## src/rtl/alfs_pkg.sv

```systemverilog
// ----------------------------------------------------------------------------
// alfs_pkg
// Types, constants and helper functions for the addressable LED frame sender.
// ----------------------------------------------------------------------------
package alfs_pkg;

    localparam int unsigned MAX_PIXELS   = 1024;
    localparam int unsigned PIX_W        = 11;
    localparam int unsigned TICK_W       = 16;
    localparam int unsigned BIT_IDX_W    = 5;
    localparam int unsigned COLOR_W      = 24;
    localparam int unsigned BITS_PER_PIX = 24;
    localparam int unsigned ADDR_W       = 5;
    localparam int unsigned M_DATA_W     = 32;

    typedef enum logic [1:0] {
        REQ_TICK  = 2'd0,
        REQ_SET   = 2'd1,
        REQ_FADE  = 2'd2,
        REQ_UNDEF = 2'd3
    } req_t;

    typedef enum logic [1:0] {
        PH_IDLE  = 2'd0,
        PH_HIGH  = 2'd1,
        PH_LOW   = 2'd2,
        PH_LATCH = 2'd3
    } phase_t;

    typedef enum logic [2:0] {
        REG_ZERO_HIGH = 3'd0,
        REG_ZERO_LOW  = 3'd1,
        REG_ONE_HIGH  = 3'd2,
        REG_ONE_LOW   = 3'd3,
        REG_LATCH     = 3'd4,
        REG_PIXELS    = 3'd5,
        REG_SPARE6    = 3'd6,
        REG_SPARE7    = 3'd7
    } reg_idx_t;

    localparam logic [7:0]        RST_ZERO_HIGH = 8'd3;
    localparam logic [7:0]        RST_ZERO_LOW  = 8'd8;
    localparam logic [7:0]        RST_ONE_HIGH  = 8'd7;
    localparam logic [7:0]        RST_ONE_LOW   = 8'd5;
    localparam logic [TICK_W-1:0] RST_LATCH     = 16'd7;
    localparam logic [PIX_W-1:0]  RST_PIXELS    = 11'd8;

    localparam logic [PIX_W-1:0]  MAX_PIX_VAL   = PIX_W'(MAX_PIXELS);
    localparam logic [BIT_IDX_W-1:0] LAST_BIT   = BIT_IDX_W'(BITS_PER_PIX - 1);

    function automatic logic [COLOR_W-1:0] wheel_color(input logic [7:0] pos);
        logic [7:0] p;
        logic [7:0] q;
        logic [9:0] t;
        logic [7:0] t3;
        logic [COLOR_W-1:0] res;
        p = 8'd255 - pos;
        if (p < 8'd85)
        begin
            q = p;
        end
        else if (p < 8'd170)
        begin
            q = p - 8'd85;
        end
        else
        begin
            q = p - 8'd170;
        end
        t  = {2'b00, q} + {1'b0, q, 1'b0};
        t3 = t[7:0];
        if (p < 8'd85)
        begin
            res = {8'd255 - t3, 8'd0, t3};
        end
        else if (p < 8'd170)
        begin
            res = {8'd0, t3, 8'd255 - t3};
        end
        else
        begin
            res = {t3, 8'd255 - t3, 8'd0};
        end
        return res;
    endfunction

    function automatic logic color_bit(input logic [COLOR_W-1:0] color,
                                       input logic [BIT_IDX_W-1:0] idx);
        logic [COLOR_W-1:0]   grb;
        logic [BIT_IDX_W-1:0] i;
        logic [BIT_IDX_W-1:0] sel;
        grb = {color[15:8], color[23:16], color[7:0]};
        i   = (idx > LAST_BIT) ? LAST_BIT : idx;
        sel = LAST_BIT - i;
        return grb[sel];
    endfunction

    function automatic logic [TICK_W-1:0] at_least_one8(input logic [7:0] v);
        return (v == 8'd0) ? TICK_W'(1) : {8'd0, v};
    endfunction

    function automatic logic [TICK_W-1:0] at_least_one16(input logic [TICK_W-1:0] v);
        return (v == '0) ? TICK_W'(1) : v;
    endfunction

endpackage

```

## src/rtl/addressable_led_frame_sender_top.sv

```systemverilog
// ----------------------------------------------------------------------------
// addressable_led_frame_sender_top
// One-wire addressable LED frame sender with a set-colour and a colour-wheel
// request, APB configuration and stream input and output.
// ----------------------------------------------------------------------------
// Every input transfer is one tick of the LED line and yields exactly one
// result transfer, registered in the following cycle, so one item is taken in every clock
// cycle while the result side keeps up. The whole tick update is a single
// pass of logic between the input and the result register, and the output
// register lets a new transfer in while a finished result is being taken.
module addressable_led_frame_sender_top
(
    input  logic                            clk,
    input  logic                            rst_n,
    input  logic                            s_tvalid,
    output logic                            s_tready,
    // red[7:0], green[15:8], blue[23:16]
    input  logic [23:0]                     s_tdata,
    // req_type[1:0]
    input  logic [1:0]                      s_tuser,
    output logic                            m_tvalid,
    input  logic                            m_tready,
    // line_level[0], busy_res[1], accepted[2], shown_color[26:3], zeros above
    output logic [alfs_pkg::M_DATA_W-1:0]   m_tdata,
    input  logic                            psel,
    input  logic                            penable,
    input  logic                            pwrite,
    input  logic [alfs_pkg::ADDR_W-1:0]     paddr,
    input  logic [31:0]                     pwdata,
    output logic [31:0]                     prdata,
    output logic                            pready
);

    logic [7:0]                        zero_high_reg;
    logic [7:0]                        zero_low_reg;
    logic [7:0]                        one_high_reg;
    logic [7:0]                        one_low_reg;
    logic [alfs_pkg::TICK_W-1:0]       latch_reg;
    logic [alfs_pkg::PIX_W-1:0]        pixels_cfg_reg;

    logic [alfs_pkg::COLOR_W-1:0]      color_reg;
    logic [alfs_pkg::COLOR_W-1:0]      color_next;
    logic [7:0]                        wheel_reg;
    logic [7:0]                        wheel_next;
    logic                              active_reg;
    logic                              active_next;
    logic [alfs_pkg::PIX_W-1:0]        pix_left_reg;
    logic [alfs_pkg::PIX_W-1:0]        pix_left_next;
    logic [alfs_pkg::BIT_IDX_W-1:0]    bit_idx_reg;
    logic [alfs_pkg::BIT_IDX_W-1:0]    bit_idx_next;
    alfs_pkg::phase_t                  phase_reg;
    alfs_pkg::phase_t                  phase_next;
    logic [alfs_pkg::TICK_W-1:0]       ticks_reg;
    logic [alfs_pkg::TICK_W-1:0]       ticks_next;

    logic                              m_valid_reg;
    logic [alfs_pkg::M_DATA_W-1:0]     m_data_reg;
    logic [alfs_pkg::M_DATA_W-1:0]     m_data_next;

    logic                              take;
    logic                              cfg_wr;
    alfs_pkg::req_t                    req;
    alfs_pkg::reg_idx_t                cfg_idx;
    logic [alfs_pkg::PIX_W-1:0]        pix_sat;
    logic                              level;
    logic                              busy;
    logic                              acc;

    assign s_tready = !m_valid_reg || m_tready;
    assign take     = s_tvalid && s_tready;
    assign m_tvalid = m_valid_reg;
    assign m_tdata  = m_data_reg;
    assign pready   = 1'b1;
    assign cfg_wr   = psel && penable && pwrite && pready;
    assign cfg_idx  = alfs_pkg::reg_idx_t'(paddr[alfs_pkg::ADDR_W-1:2]);
    assign req      = alfs_pkg::req_t'(s_tuser);
    assign pix_sat  = (pixels_cfg_reg > alfs_pkg::MAX_PIX_VAL) ? alfs_pkg::MAX_PIX_VAL
                                                               : pixels_cfg_reg;

    always_ff @(posedge clk or negedge rst_n)
    begin
        if (!rst_n)
        begin
            zero_high_reg  <= alfs_pkg::RST_ZERO_HIGH;
            zero_low_reg   <= alfs_pkg::RST_ZERO_LOW;
            one_high_reg   <= alfs_pkg::RST_ONE_HIGH;
            one_low_reg    <= alfs_pkg::RST_ONE_LOW;
            latch_reg      <= alfs_pkg::RST_LATCH;
            pixels_cfg_reg <= alfs_pkg::RST_PIXELS;
        end
        else if (cfg_wr)
        begin
            case (cfg_idx)
                alfs_pkg::REG_ZERO_HIGH: zero_high_reg  <= pwdata[7:0];
                alfs_pkg::REG_ZERO_LOW:  zero_low_reg   <= pwdata[7:0];
                alfs_pkg::REG_ONE_HIGH:  one_high_reg   <= pwdata[7:0];
                alfs_pkg::REG_ONE_LOW:   one_low_reg    <= pwdata[7:0];
                alfs_pkg::REG_LATCH:     latch_reg      <= pwdata[alfs_pkg::TICK_W-1:0];
                alfs_pkg::REG_PIXELS:    pixels_cfg_reg <= pwdata[alfs_pkg::PIX_W-1:0];
                default:
                begin
                end
            endcase
        end
    end

    always_comb
    begin
        case (cfg_idx)
            alfs_pkg::REG_ZERO_HIGH: prdata = {24'd0, zero_high_reg};
            alfs_pkg::REG_ZERO_LOW:  prdata = {24'd0, zero_low_reg};
            alfs_pkg::REG_ONE_HIGH:  prdata = {24'd0, one_high_reg};
            alfs_pkg::REG_ONE_LOW:   prdata = {24'd0, one_low_reg};
            alfs_pkg::REG_LATCH:     prdata = {16'd0, latch_reg};
            alfs_pkg::REG_PIXELS:    prdata = {21'd0, pixels_cfg_reg};
            default:                 prdata = 32'd0;
        endcase
    end

    always_comb
    begin
        color_next    = color_reg;
        wheel_next    = wheel_reg;
        active_next   = active_reg;
        pix_left_next = pix_left_reg;
        bit_idx_next  = bit_idx_reg;
        phase_next    = phase_reg;
        ticks_next    = ticks_reg;
        level         = 1'b0;
        busy          = 1'b0;
        acc           = 1'b0;

        if (take)
        begin
            if ((req == alfs_pkg::REQ_SET || req == alfs_pkg::REQ_FADE) && !active_reg)
            begin
                if (req == alfs_pkg::REQ_SET)
                begin
                    color_next = {s_tdata[7:0], s_tdata[15:8], s_tdata[23:16]};
                end
                else
                begin
                    color_next = alfs_pkg::wheel_color(wheel_reg);
                    wheel_next = wheel_reg + 8'd1;
                end
                acc           = 1'b1;
                active_next   = 1'b1;
                pix_left_next = pix_sat;
                bit_idx_next  = '0;
                if (pix_sat == '0)
                begin
                    phase_next = alfs_pkg::PH_LATCH;
                    ticks_next = alfs_pkg::at_least_one16(latch_reg);
                end
                else
                begin
                    phase_next = alfs_pkg::PH_HIGH;
                    ticks_next = alfs_pkg::at_least_one8(
                        alfs_pkg::color_bit(color_next, '0) ? one_high_reg : zero_high_reg);
                end
            end

            if (active_next)
            begin
                busy  = 1'b1;
                level = (phase_next == alfs_pkg::PH_HIGH);
                if (ticks_next != '0)
                begin
                    ticks_next = ticks_next - alfs_pkg::TICK_W'(1);
                end
                if (ticks_next == '0)
                begin
                    case (phase_next)
                        alfs_pkg::PH_HIGH:
                        begin
                            phase_next = alfs_pkg::PH_LOW;
                            ticks_next = alfs_pkg::at_least_one8(
                                alfs_pkg::color_bit(color_next, bit_idx_next) ?
                                one_low_reg : zero_low_reg);
                        end
                        alfs_pkg::PH_LOW:
                        begin
                            bit_idx_next = bit_idx_next + alfs_pkg::BIT_IDX_W'(1);
                            if (bit_idx_next > alfs_pkg::LAST_BIT)
                            begin
                                bit_idx_next = '0;
                                if (pix_left_next != '0)
                                begin
                                    pix_left_next = pix_left_next - alfs_pkg::PIX_W'(1);
                                end
                            end
                            if (pix_left_next == '0)
                            begin
                                phase_next = alfs_pkg::PH_LATCH;
                                ticks_next = alfs_pkg::at_least_one16(latch_reg);
                            end
                            else
                            begin
                                phase_next = alfs_pkg::PH_HIGH;
                                ticks_next = alfs_pkg::at_least_one8(
                                    alfs_pkg::color_bit(color_next, bit_idx_next) ?
                                    one_high_reg : zero_high_reg);
                            end
                        end
                        default:
                        begin
                            phase_next   = alfs_pkg::PH_IDLE;
                            active_next  = 1'b0;
                            bit_idx_next = '0;
                        end
                    endcase
                end
            end
        end

        m_data_next = {5'd0, color_next, acc, busy, level};
    end

    always_ff @(posedge clk or negedge rst_n)
    begin
        if (!rst_n)
        begin
            color_reg    <= '0;
            wheel_reg    <= '0;
            active_reg   <= 1'b0;
            pix_left_reg <= '0;
            bit_idx_reg  <= '0;
            phase_reg    <= alfs_pkg::PH_IDLE;
            ticks_reg    <= '0;
            m_valid_reg  <= 1'b0;
        end
        else
        begin
            color_reg    <= color_next;
            wheel_reg    <= wheel_next;
            active_reg   <= active_next;
            pix_left_reg <= pix_left_next;
            bit_idx_reg  <= bit_idx_next;
            phase_reg    <= phase_next;
            ticks_reg    <= ticks_next;
            if (take)
            begin
                m_valid_reg <= 1'b1;
            end
            else if (m_tready)
            begin
                m_valid_reg <= 1'b0;
            end
        end
    end

    always_ff @(posedge clk)
    begin
        if (take)
        begin
            m_data_reg <= m_data_next;
        end
    end

endmodule
```

## config.mk

```make
export PLATFORM = sky130hd
export DESIGN_NAME = addressable_led_frame_sender_top
export DESIGN_NICKNAME = d
export VERILOG_FILES = /design/src/rtl/alfs_pkg.sv /design/src/rtl/addressable_led_frame_sender_top.sv
export SDC_FILE = /design/constraint.sdc
export NUM_CORES = 1
export LEC_CHECK = 0
export ABC_AREA = 1
export BUFFER_PORTS_ARGS = -buffer_cell sky130_fd_sc_hd__buf_2
export CORE_AREA = 5 5 219 221
export CTS_BUF_LIST = sky130_fd_sc_hd__clkbuf_8
export CTS_CLUSTER_DIAMETER = 80
export DETAILED_ROUTE_END_ITERATION = 8
export DIE_AREA = 0 0 224 226
export PLACE_DENSITY = 0.48
export SYNTH_ARGS = -nofsm -noshare
export SYNTH_HDL_FRONTEND = slang
export SYNTH_SLANG_ARGS = --single-unit
```

## constraint.sdc

```tcl
create_clock -name clk -period 18.5 [get_ports clk]
set_input_delay 1.85 -clock clk [delete_from_list [all_inputs] [get_ports clk]]
set_output_delay 1.85 -clock clk [all_outputs]
set_load 0.02 [all_outputs]
```

[Yosys cells after proc, flatten, opt, wreduce, memory -nomap -nowiden]
Index checks and enable logic that the tools add are counted.
Storage, ports and cells
  register bits: 154
  input bits: 70
  output and inout port bits: 67
  word-level logic and storage cells: 147
Cells by class
  add/subtract/negate cells: 11
  order comparisons: 8
  equality and inequality tests: 9
  mux-type cells: 75
  bitwise gates (word level): 1
  reductions and logical operators: 27
Operators by type and width (number)
  $mux 24: 8
  $mux 16: 10
  $mux 11: 12
  $pmux 16 s6: 1
  $mux 8: 11
  $mux 5: 11
  $logic_not 16->1: 2
  $pmux 16 s2: 1
  $logic_not 8->1: 3
  $logic_not 11->1: 2
  $reduce_bool 16->1: 1
  $sub 16x1->16 const B: 1
  $sub 8x8->8 const A: 2
  $gt 5x5->1 const B: 3
  $lt 5x6->1 const B: 2
  $mux 2: 6
  $reduce_and 2->1: 6
  $gt 11x11->1 const B: 1
  $mux 1: 11
  $reduce_bool 11->1: 1
  $sub 11x1->11 const B: 1
  $bmux 1 s5: 2
  $pmux 5 s2: 1
  $sub 5x5->5 const A: 2
  other kinds (21): 30

[Depth between registers and ports, before layout]
  depth in word-level cells: 40
  gate-level depth with buffers: 53
  depth with buffers taken out: 51

[Least setup slack after synthesis]
No wires, ideal clock.
  kind: reg2reg
  start: register wheel_reg[1]
  end: register pix_left_reg[2] (netlist bit)
  setup time: 0.116 ns
  arrival time: 5.986 ns
  required time: 18.384 ns
  setup slack: 12.398 ns
  cell stages (with the launch flop): 48
  buffers on the path: 3
  clock period less this slack: 6.102 ns
  path through: dfrtp_1 > ha_1 > inv_1 > nand2_1 > nand2_1 > nand3_2 > nand2_4 > inv_2 > clkbuf_1 > nor2_1 > a221oi_1 > ha_1 > inv_1 > fa_1 > inv_1 > nand2_1 > nand3_1 > nand4_1 > [... 12 more ...] > inv_2 > ha_1 > inv_1 > nor3_4 > nand3_4 > buf_6 > nand2_1 > nand3_1 > nor2_2 > nand2_2 > nor2_4 > nand2_4 > nor2_8 > nand2_1 > nand2_1 > inv_1 > nand2_1 > nand2_1
On the way
  cells in the longest elaborated chain, start to end: 27
  elaborated cells on any way between the ends: 31
  those cells by class: 6 x add/sub; 2 x order compare; 20 x mux; 3 x reduce/logical
RTL lines
  start, declared: line addressable_led_frame_sender_top.sv:43  | logic [7:0] wheel_reg;
  start signal, assigned: line addressable_led_frame_sender_top.sv:235  | wheel_reg <= wheel_next;
  $sub 8x8->8 (*): line alfs_pkg.sv:57  | p = 8'd255 - pos;
  $sub 8x8->8, or another cell as far along: line alfs_pkg.sv:68  | q = p - 8'd170;
  $mux 8: line alfs_pkg.sv:62  | else if (p < 8'd170)
  $mux 8: line alfs_pkg.sv:58  | if (p < 8'd85)
  $mux 8: line addressable_led_frame_sender_top.sv:137  | if (req == alfs_pkg::REQ_SET)
  $mux 8: line addressable_led_frame_sender_top.sv:135  | if ((req == alfs_pkg::REQ_SET || req == alfs_pkg::REQ_FADE) && !active_reg)
  $mux 8: line addressable_led_frame_sender_top.sv:133  | if (take)
  $add 8x8->8: line alfs_pkg.sv:70  | t = {2'b00, q} + {1'b0, q, 1'b0};
  [... 11 more ...]
  $mux 16 (*): line addressable_led_frame_sender_top.sv:133
  $sub 16x1->16 or $reduce_bool 16->1 (tied branches): line addressable_led_frame_sender_top.sv:169, addressable_led_frame_sender_top.sv:167
  $mux 16 (*): line addressable_led_frame_sender_top.sv:167  | if (ticks_next != '0)
  $mux 16 (*): line addressable_led_frame_sender_top.sv:163  | if (active_next)
  $mux 16 (*): line addressable_led_frame_sender_top.sv:133
  $logic_not 16->1 (*): line addressable_led_frame_sender_top.sv:171  | if (ticks_next == '0)
  $mux 11 (*): line addressable_led_frame_sender_top.sv:171
  $mux 11 (*): line addressable_led_frame_sender_top.sv:163
  end signal, assigned: line addressable_led_frame_sender_top.sv:237  | pix_left_reg <= pix_left_next;
  end, declared: line addressable_led_frame_sender_top.sv:47  | logic [alfs_pkg::PIX_W-1:0] pix_left_reg;
Every way passes the cells marked *; elsewhere a longest branch is shown, timed or not. The select of a mux whose other input is x is not followed.
A chain may end at the register's enable or synchronous reset.

[Worst setup path in the final report]
  start: register wheel_reg[1]
  end: register ticks_reg[0] (netlist bit)
On the way
  cells in the longest elaborated chain, start to end: 27
  elaborated cells on any way between the ends: 45
  those cells by class: 6 x add/sub; 2 x order compare; 32 x mux; 5 x reduce/logical
RTL lines
  $sub 8x8->8 (*): line alfs_pkg.sv:57
  $sub 8x8->8, or another cell as far along: line alfs_pkg.sv:68
  $mux 8: line alfs_pkg.sv:62
  $mux 8: line alfs_pkg.sv:58
  $mux 8: line addressable_led_frame_sender_top.sv:137
  $mux 8: line addressable_led_frame_sender_top.sv:135
  $mux 8: line addressable_led_frame_sender_top.sv:133
  $add 8x8->8: line alfs_pkg.sv:70
  [... 11 more ...]
  $mux 16: line addressable_led_frame_sender_top.sv:133
  $sub 16x1->16 or $reduce_bool 16->1 (tied branches): line addressable_led_frame_sender_top.sv:169, addressable_led_frame_sender_top.sv:167
  $mux 16: line addressable_led_frame_sender_top.sv:167
  $mux 16: line addressable_led_frame_sender_top.sv:163
  $mux 16: line addressable_led_frame_sender_top.sv:133
  $logic_not 16->1 or $pmux 16 s2 (tied branches): line addressable_led_frame_sender_top.sv:171, addressable_led_frame_sender_top.sv:173
  $mux 16: line addressable_led_frame_sender_top.sv:171
  $mux 16 (*): line addressable_led_frame_sender_top.sv:163
  end signal, assigned: line addressable_led_frame_sender_top.sv:240  | ticks_reg <= ticks_next;
  end, declared: line addressable_led_frame_sender_top.sv:53  | logic [alfs_pkg::TICK_W-1:0] ticks_reg;
Marks and branches as above.

==> qor.txt <==
Status - finished clean
Share of layout cells above drive strength 1 - 0.122
Mapped Avg Cell Area - 6.80 um2
Hold-fix buffers, CTS - 0
Slew @ Worst Pin - 1.19 ns
Clk buf depth - 2
Area Overhead vs Synth - 12.1%
R2R cell count - 45
Synthesized cell area - 0.0112 mm2
Nets - 1822
Full die area - 0.0506 mm2
Largest net degree at the start of global routing - 67
Synth cell count leaders - nand2_1, inv_1, nand3_1, nor2_1, o21ai_0
Post-synthesis sequential area ratio - 0.356
Top FF cell, synth - dfrtp_1
Worst path required time - 18.90 ns
Kind of critical path - flop to flop
Core area - 0.0460 mm2
Grt ovf - 0
Clock Sinks - 154
Top cell type's share of synthesized area - 0.256
Dominant cells by area after synthesis - dfrtp_1, nand2_1, edfxtp_1
Die X - 224 um
P_int - 985 uW
Sequential cell area - 0.00400 mm2
Port Buffer Count - 96
Drt drc - 0
Clock slew seen by the registers of the worst setup and hold paths - 0.09 ns
Setup crit end kind - flop
Synth cell types - 51
Wire length of the first global-routing pass - 59500 um
Worst Path Max Fanout - 21
Routed wire length - 37800 um
Initial DRC Count - 906
P_sw - 1110 uW
I/O Pins - 137
Cell taking the most area after synthesis - dfrtp_1
Area of the multi-input gates - 0.00611 mm2
N_diodes - 0
H-tree depth - 4
Hold_ws - 0.481 ns
CP max-delay cell - nor3_4
Layout Cells excl Fill - 2338
Initial antenna violation count - 0
CTS-repair resized insts - 0
Clk_lat worst skew - 0.51 ns
Final setup TNS - 0 ns
Max Freq - 126 MHz
FF-to-FF setup slack - 10.56 ns
Total CTS buffers - 17
Hold depth - 2
Hold crit path type - flop to flop
Max incr delay on CP - 0.68 ns
Critical Path Most Common Cell - nand2_1
Max reg flops - 27
Placed insts - 2306
Clk_skew - 0.0186 ns
Postcts setup bufs - 0
Clock tree root driver cell - clkbuf_8
Max_slew headroom - 0.200
Fillers - 5123
Part of the cycle the worst path needs - 0.429
Dpl hpwl - 28400 um
Die H - 226 um
Synth warn - 0
Fin. Hold Viols - 0
Vias per cell - 4.67
Sequential share of power - 0.245
Routed via count - 10900
Max-Cap Viols - 0
P_leak - 0.00632 uW
Core Rows - 79
Number of global-route vias before repair - 10300
Post-synth EDFFs - 27
Synth Instances - 1652
Peak VDD IR - 0.000112 V
RSZ-0062 raised after global routing - false
Wire per inst - 16.2 um
Comb pwr share - 0.625
Placer Congestion - 0.897
Fraction of registers with async set or reset after synthesis - 0.825
Clock Power Share - 0.131
Setup Viol. Count Final - 0
Final Max Tran Viols - 0
Antenna Nets Post-Route - 0
Worst EP arrival - 8.34 ns
Most frequent cell after synthesis - nand2_1
Starting Density - 0.245
CP startpoint kind - flop
Power per cell area - 166 mW/mm2
Drt first pass iters - 5
Tot GR Track Use - 0.149
Register bit total from synthesis - 154
CTS tree - yes
Sw frac - 0.529
Period minus WS final - 7.94 ns
-- per-layer routing --
layer  share of wire  vias to the layer above  wire length [um]  GRT usage
met5               0                        -                 0          0
met4           0.018                        0               683     0.0358
met3           0.062                       35              2320     0.0305
met2            0.43                      318             16100      0.227
met1            0.49                     5078             18700      0.216
li1                -                     5484                 -          -
-- worst max-delay path: cells and delay by family, from the launching register on --
kind,cells,cell delay [ns]
flip-flops,1,0.52
buffers and inverters,6,0.78
adder cells (fa/ha/maj),5,1.48
AO/OA/AOI/OAI,2,0.59
AND/OR/NAND/NOR,32,4.40
-- final timing paths --
path	start	end
max in group asynchronous	rst_n	one_high_reg[3]
hold / removal	pix_left_reg[1]	pix_left_reg[1]
hold reg to reg	pix_left_reg[1]	pix_left_reg[1]
min in group asynchronous	rst_n	color_reg[18]
setup / recovery	wheel_reg[1]	ticks_reg[0]
setup reg to reg	wheel_reg[1]	ticks_reg[0]
-- placed cells by master, fill, tap and decap left out, drive strengths merged, types with 3 or more instances in the layout --
master / count
clkinv: 8
inv: 216
ha: 33
a22oi: 9
bufinv: 3
buf: 102
conb: 22
nand2: 513
edfxtp: 27
or2: 13
a221oi: 4
o22ai: 24
nor3: 15
o21ai: 154
nand3: 151
nor2: 135
o211ai: 26
nor4: 3
dfstp: 12
a21oi: 52
clkbuf: 17
xor2: 27
dfrtp: 115
a31oi: 9
nand4: 25
-- per-stage QoR --
stage	setup slack [ns]	util	total power, uW	instance area (um2)
6_report	10.56	0.274	2090	12600
5_1_grt	9.64	0.274	2300	12600
4_1_cts	10.46	0.274	2100	12600
3_5_place_dp	10.51	0.266	1810	12200
3_3_place_gp	10.56	0.266	1810	12200
2_1_floorplan	12.40	-	1470	11300
-- final cells by class --
| class | count | share of cell area |
|---|---|---|
| well taps | 607 | 0.0603 |
| repair buffers | 102 | 0.0422 |
| multi-input cells | 1229 | 0.485 |
| clock buffers | 17 | 0.0186 |
| inverters | 214 | 0.0637 |
| clock inverters | 15 | 0.0129 |
| flip-flops and latches | 154 | 0.318 |
-- power by group through the flow --
stage / clock, uW / sequential, uW / combinational, uW
finish: 273 / 512 / 1310
global route: 297 / 523 / 1480
CTS: 282 / 512 / 1300
detailed placement: 0 / 519 / 1290
global placement: 0 / 518 / 1290
floorplan: 0 / 513 / 958
-- cell families after synthesis --
logic type,share of synthesized area
buf+inv,0.107
simple gates,0.331
flops,0.356
mux,0.00178
xor+xnor,0.0226
compound gates,0.142
other cells,0.000668
fa+ha+maj,0.0385
(Power assumes the default switching activity.)
